===== src/hw/rtl/qlt_burst.sv =====
// Result register: holds the results of one request and hands them out in order.
`default_nettype none
module qlt_burst #(
    parameter int DEPTH  = 10,
    parameter int DATA_W = 35
) (
    input  wire logic                                  aclk,
    input  wire logic                                  aresetn,
    input  wire logic                                  load_i,
    input  wire logic [DEPTH-1:0][DATA_W-1:0]          data_i,
    input  wire logic [$clog2(DEPTH+1)-1:0]            count_i,
    output logic                                       can_load_o,
    output logic                                       valid_o,
    input  wire logic                                  ready_i,
    output logic      [DATA_W-1:0]                     data_o,
    output logic                                       last_o
);

    localparam int CW = $clog2(DEPTH + 1);

    logic [DEPTH-1:0][DATA_W-1:0] q_reg;
    logic [DEPTH-1:0]             last_reg;
    logic [CW-1:0]                cnt_reg;
    logic                         pop;

    assign valid_o    = (cnt_reg != '0);
    assign pop        = valid_o && ready_i;
    assign can_load_o = (cnt_reg == '0) || ((cnt_reg == CW'(1)) && ready_i);
    assign data_o     = q_reg[0];
    assign last_o     = last_reg[0];

    always_ff @(posedge aclk) begin
        if (!aresetn) begin
            cnt_reg <= '0;
        end else if (load_i) begin
            cnt_reg <= count_i;
        end else if (pop) begin
            cnt_reg <= cnt_reg - 1'b1;
        end
    end

    always_ff @(posedge aclk) begin
        if (load_i) begin
            q_reg <= data_i;
            for (int i = 0; i < DEPTH; i++) begin
                last_reg[i] <= (CW'(i) == (count_i - 1'b1));
            end
        end else if (pop) begin
            for (int i = 0; i < DEPTH - 1; i++) begin
                q_reg[i]    <= q_reg[i+1];
                last_reg[i] <= last_reg[i+1];
            end
        end
    end

`ifndef SYNTH
    a_load_ok: assert property (@(posedge aclk) disable iff (!aresetn)
        load_i |-> ((cnt_reg == '0) || ((cnt_reg == CW'(1)) && pop)))
        else $error("results overwritten before delivery");
    a_cnt_max: assert property (@(posedge aclk) disable iff (!aresetn)
        cnt_reg <= CW'(DEPTH))
        else $error("result count beyond depth");
    a_last_mark: assert property (@(posedge aclk) disable iff (!aresetn)
        valid_o |-> (last_o == (cnt_reg == CW'(1))))
        else $error("last flag out of step with result count");
    a_load_shows: assert property (@(posedge aclk) disable iff (!aresetn)
        (load_i && (count_i != '0)) |=> valid_o)
        else $error("loaded results not presented");
`endif

endmodule
`default_nettype wire


===== config.mk =====
export PLATFORM = sky130hd
export DESIGN_NAME = qlt_burst
export DESIGN_NICKNAME = d
export VERILOG_FILES = /design/src/hw/rtl/qlt_burst.sv
export SDC_FILE = /design/constraint.sdc
export NUM_CORES = 1
export LEC_CHECK = 0
export ABC_AREA = 1
export BUFFER_PORTS_ARGS = -buffer_cell sky130_fd_sc_hd__buf_2
export CORE_MARGIN = 1.5
export CORE_UTILIZATION = 40
export CTS_CLUSTER_DIAMETER = 40
export CTS_CLUSTER_SIZE = 12
export DETAILED_ROUTE_END_ITERATION = 16
export PLACE_DENSITY_LB_ADDON = 0.12
export SLEW_MARGIN = 30
export SYNTH_ARGS = -nofsm -noshare
export SYNTH_HDL_FRONTEND = slang
export SYNTH_SLANG_ARGS = --single-unit

===== constraint.sdc =====
create_clock -name aclk -period 7.4 [get_ports aclk]
set_input_delay 1.48 -clock aclk [delete_from_list [all_inputs] [get_ports aclk]]
set_output_delay 1.48 -clock aclk [all_outputs]
set_load 0.1 [all_outputs]

==> metrics, run 1 <==
Max Slew Vio Count 0; Crit Path Max Fanout 143; Worst-Skew Late Latency 0.59 ns; CTS H-tree depth 2; Synthesis Warnings 0; largest area contributor in the netlist edfxtp_1; power per cell area 299 nW/um^2; max cap viols 0; vias in the first global route 10.5k; main area contributors after synthesis edfxtp_1 (69%), nand2_1 (23%), buf_6 (2.6%); max reg flops 315; First-pass DRT Iterations 5; area grow syn2layout 23.6%; worst ir drop on vdd roughly 0.21 mV; clock root cell clkbuf_16; Max Freq 255 MHz; Detailed Route WL 34500 microns; CTS buffer count 54; sequential share of power 45.4%; syn nets 1858; first-pass GRT wire length between 50000 and 60000 microns; register area share after synthesis 69.3%; cell internal pwr 4330 uW; synthesized instance count 1498; post_cts resized 0; hold_buf cts 0; RSZ-0062 raised after global routing no; dpl hpwl 22900 microns; WL/cell 14.3 microns; worst-margin pin slew 0.935 ns; die width 201 microns; Netlist cell types 22; Worst Skew 0.0167 ns; Starting Density roughly 41%; most frequent cells in the layout nand2_1 (975), buf_2 (394), edfxtp_1 (360); Hold/Removal Path Class flip-flop to flip-flop; vias per cell 4.40; syn_area_per_cell 10.5 sq um; critical path class input pin to flip-flop; Net count, final 2208; Via Count 10.6k; Post-Syn Area 15700 sq um; P_leak 0.00916 uW; Req. time, crit path 7.61 ns; Final Hold Vio Count 0; Seq cells post-synth 364; crit end category flip-flop; commonest non-fill, non-tap cell in the layout nand2_1; layout cell share with drive strength beyond 1 26.5%; Final WS setup 3.47 ns; top cell type's share of synthesized area between 60 and 70%; CTS tree done; post-route ant nets 0; initial antenna violation count 6; RD Place Congestion 0.760; clock-pin slew on the worst setup and hold paths roughly 0.050 ns; core area 38700 sq um; Clk pwr share 43.3%; drt drc 0; area of the multi-input gates approximately 4000 sq um; minimum clock period 3.93 ns; I/O pin cnt 396; CP startpoint kind input pin; Die Y 201 microns; starting DRC count in detailed routing 663; Gate power share 11.4%; Die ar. 40500 sq um; register area about 11000 sq um; clock net sink count 364; Clock Tree Buf Depth 3; Tcrit/Tclk final between 50% and 60%; final setup fails 0; Tot GR Track Use 17.0%; Port Buffers approximately 400; pin count of the biggest net entering global routing approximately 140; # rows 72; # fillers 3670; grt ovf 0; setup repair bufs after CTS 0; switching fraction of total power 25.5%; status complete, no violations; Placement Setup Slack 2.95 ns; Setup TNS 0 ns; P_sw about 1500 uW; relative slew slack ~38%; CP Data Arrival Time around 4.1 ns
## synth_stat cells
cell type / instances
a21oi_1: 4
buf_2: 30
buf_4: 42
buf_6: 36
dfxtp_1: 4
edfxtp_1: 360
ha_1: 2
inv_1: 13
inv_6: 1
nand2_1: 975
nand2_2: 4
nand3_1: 5
nand3b_1: 2
nand4_1: 4
nor2_1: 2
nor2_2: 1
nor2_4: 1
o21ai_0: 4
o21ai_1: 4
o21ai_2: 1
o31ai_1: 2
xor2_2: 1
## power by group through the flow
stage / logic [uW] / clock network, uW / registers [uW]
global route: 735 / 2660 / 2660
floorplan: 508 / 0 / 2700
finish: 660 / 2520 / 2640
CTS: 672 / 2580 / 2640
detailed placement: 670 / 0 / 2680
global placement: 667 / 0 / 2680
## metrics by stage
step	power, uW	area [sq um]	util [%]	cells	hold WS, ns
floorplan	3210	15700	-	1498	0.475
global placement	3340	17600	45.4	2310	0.491
detailed placement	3350	17600	45.4	2310	0.494
CTS	5890	19400	50.1	2410	0.503
global route	6050	19400	50.1	2413	0.520
finish	5820	19400	50.2	2418	0.501
## critical path: stages
cell and delay (ns):
buf_8 0.33, clkinv_8 0.49, nand2_8 0.87, buf_12 0.54
## per-layer routing
metal	GRT usage [%]	routed length [microns]	up-vias
li1	-	-	5540
met1	23.9	15900	4674
met2	25.8	15300	360
met3	3.69	2470	60
met4	6.56	776	4
met5	0	31	-
## path summary, 6_finish.rpt
check,startpoint,depth (start not counted),endpoint,slack (ns)
max reg2reg,cnt_reg[0],6,q_reg[152],4.67
max,load_i,4,q_reg[152],3.47
min,q_reg[252],2,q_reg[217],0.50
min reg2reg,q_reg[252],2,q_reg[217],0.50
## cell type report
type                       count  share of cell area [%]
clock inverter                41                    2.20
multi-input combinational   1012                    20.1
sequential                   364                    56.1
tap                          518                    3.34
timing repair buffer         402                    10.7
antenna                        8                   0.103
clock buffer                  59                    7.16
inverter                      14                   0.335
## kinds of logic (layout without fill, tap and decap cells)
kind of cell	after synthesis	count (layout)	share of synthesized area [%]
simple gates	994	994	24.0
xor+xnor	1	1	0.104
flops	364	364	69.3
fa+ha+maj	2	2	0.159
buf+inv	122	516	5.91
other cells	0	8	0
compound gates	15	15	0.533
No activity file was read; power rests on OpenSTA's default activity.
==> inputs of run 2 (changes only) <==
Clock period 7.4 ns to 3.9 ns, I/O delays scaled along.
==> metrics, run 2 (synthesis gave the netlist of run 1 again) <==
Req. time, crit path 3.12 ns; Port Buffers around 400; final setup fails 0; WL/cell 14.3 microns; initial antenna violation count 19; pin count of the biggest net entering global routing 151; critical path class flip-flop to primary output; max reg flops 315; Starting Density 40.6%; most frequent cells in the layout nand2_1 (975), buf_2 (394), edfxtp_1 (360); grt ovf 0; Die ar. 40500 sq um; Hold/Removal Path Class input pin to flip-flop; Worst-Skew Late Latency ~0.57 ns; clock root cell clkbuf_16; relative slew slack between 40% and 50%; status complete, no violations; setup repair bufs after CTS 0; vias in the first global route 10.4k; Final Hold Vio Count 0; hold_buf cts 0; post-route ant nets 0; Worst Skew 0.0141 ns; vias per cell between 4 and 5; starting DRC count in detailed routing 664; area grow syn2layout 24.0%; max cap viols 0; minimum clock period 2.58 ns; Via Count 10.7k; worst hold slack 0.377 ns; dpl hpwl 22900 microns; Detailed Route WL 34800 microns; RD Place Congestion 0.821; Max Slew Vio Count 0; final core occ 50.3%; register area 10900 sq um; clock-pin slew on the worst setup and hold paths around 0.060 ns; crit end category primary output; Max Freq around 390 MHz; area of the multi-input gates 3910 sq um; Setup TNS 0 ns; First-pass DRT Iterations 5; Die Y 201 microns; Crit Path Max Fanout 4; Net count, final 2211; CTS buffer count 55; post_cts resized 0; layout cell share with drive strength beyond 1 26.7%; first-pass GRT wire length 54300 microns; Design Power between 10000 and 15000 uW; P_leak 0.00920 uW; drt drc 0; worst ir drop on vdd about 0.36 mV; CTS tree done; Tcrit/Tclk final 66.2%; CP startpoint kind flip-flop; core area 38700 sq um; clock net sink count 364; power per cell area 569 nW/um^2; Tot GR Track Use 17.0%; worst-margin pin slew 0.858 ns; final cell count without fillers about 2.4k; commonest non-fill, non-tap cell in the layout nand2_1; die width 201 microns; # fillers ~3.7k; RSZ-0062 raised after global routing no; Inst Count DP approximately 2.3k; I/O pin cnt 396; Clock Tree Buf Depth 3; CTS H-tree depth 2; CP Data Arrival Time 1.80 ns; # rows just over 70
## run 2: per-stage QoR
stage,setup WS [ns],area (sq um)
3_5_place_dp,1.14,17600
5_1_grt,1.24,19500
3_3_place_gp,1.16,17600
6_report,1.32,19500
2_1_floorplan,0.894,15700
4_1_cts,1.29,19500
## run 2: critical path, stage by stage, from the launching register on
cell,delay (ns)
dfxtp_1,0.37
inv_1,0.09
ha_1,0.24
nand2_2,0.10
buf_2,0.43
## run 2: cell type report
class	instances	share of cell area, %
flip-flops and latches	364	55.9
multi-input cells	1012	20.1
repair buffers	404	10.8
clock buffers	56	7.08
well taps	518	3.32
clock inverters	46	2.34
inverters	14	0.334
diodes	13	0.167
## run 2: worst paths after layout
check	start	end	slack (ns)	cells past startpoint
worst min-delay path	data_i[342]	q_reg[342]	0.38	1
worst min register to register	q_reg[280]	q_reg[245]	0.50	2
worst max register to register	cnt_reg[0]	q_reg[134]	1.70	6
worst max-delay path	cnt_reg[0]	valid_o	1.32	4
## run 2: per-layer routing
layer / share of wire [%] / up-vias / global-route usage, % / wire [microns]
met5: 0.33 / - / 0 / 116
met1: 45 / 4659 / 22.7 / 15600
met3: 8.7 / 68 / 5.72 / 3020
li1: - / 5556 / - / -
met4: 2.2 / 18 / 6.16 / 754
met2: 44 / 374 / 25.8 / 15300
## run 2: power breakdown
part | internal, uW | switching, uW
registers | 4890 | 116
logic | 344 | 914
clock network | 3010 | 1820
total | 8240 | 2850
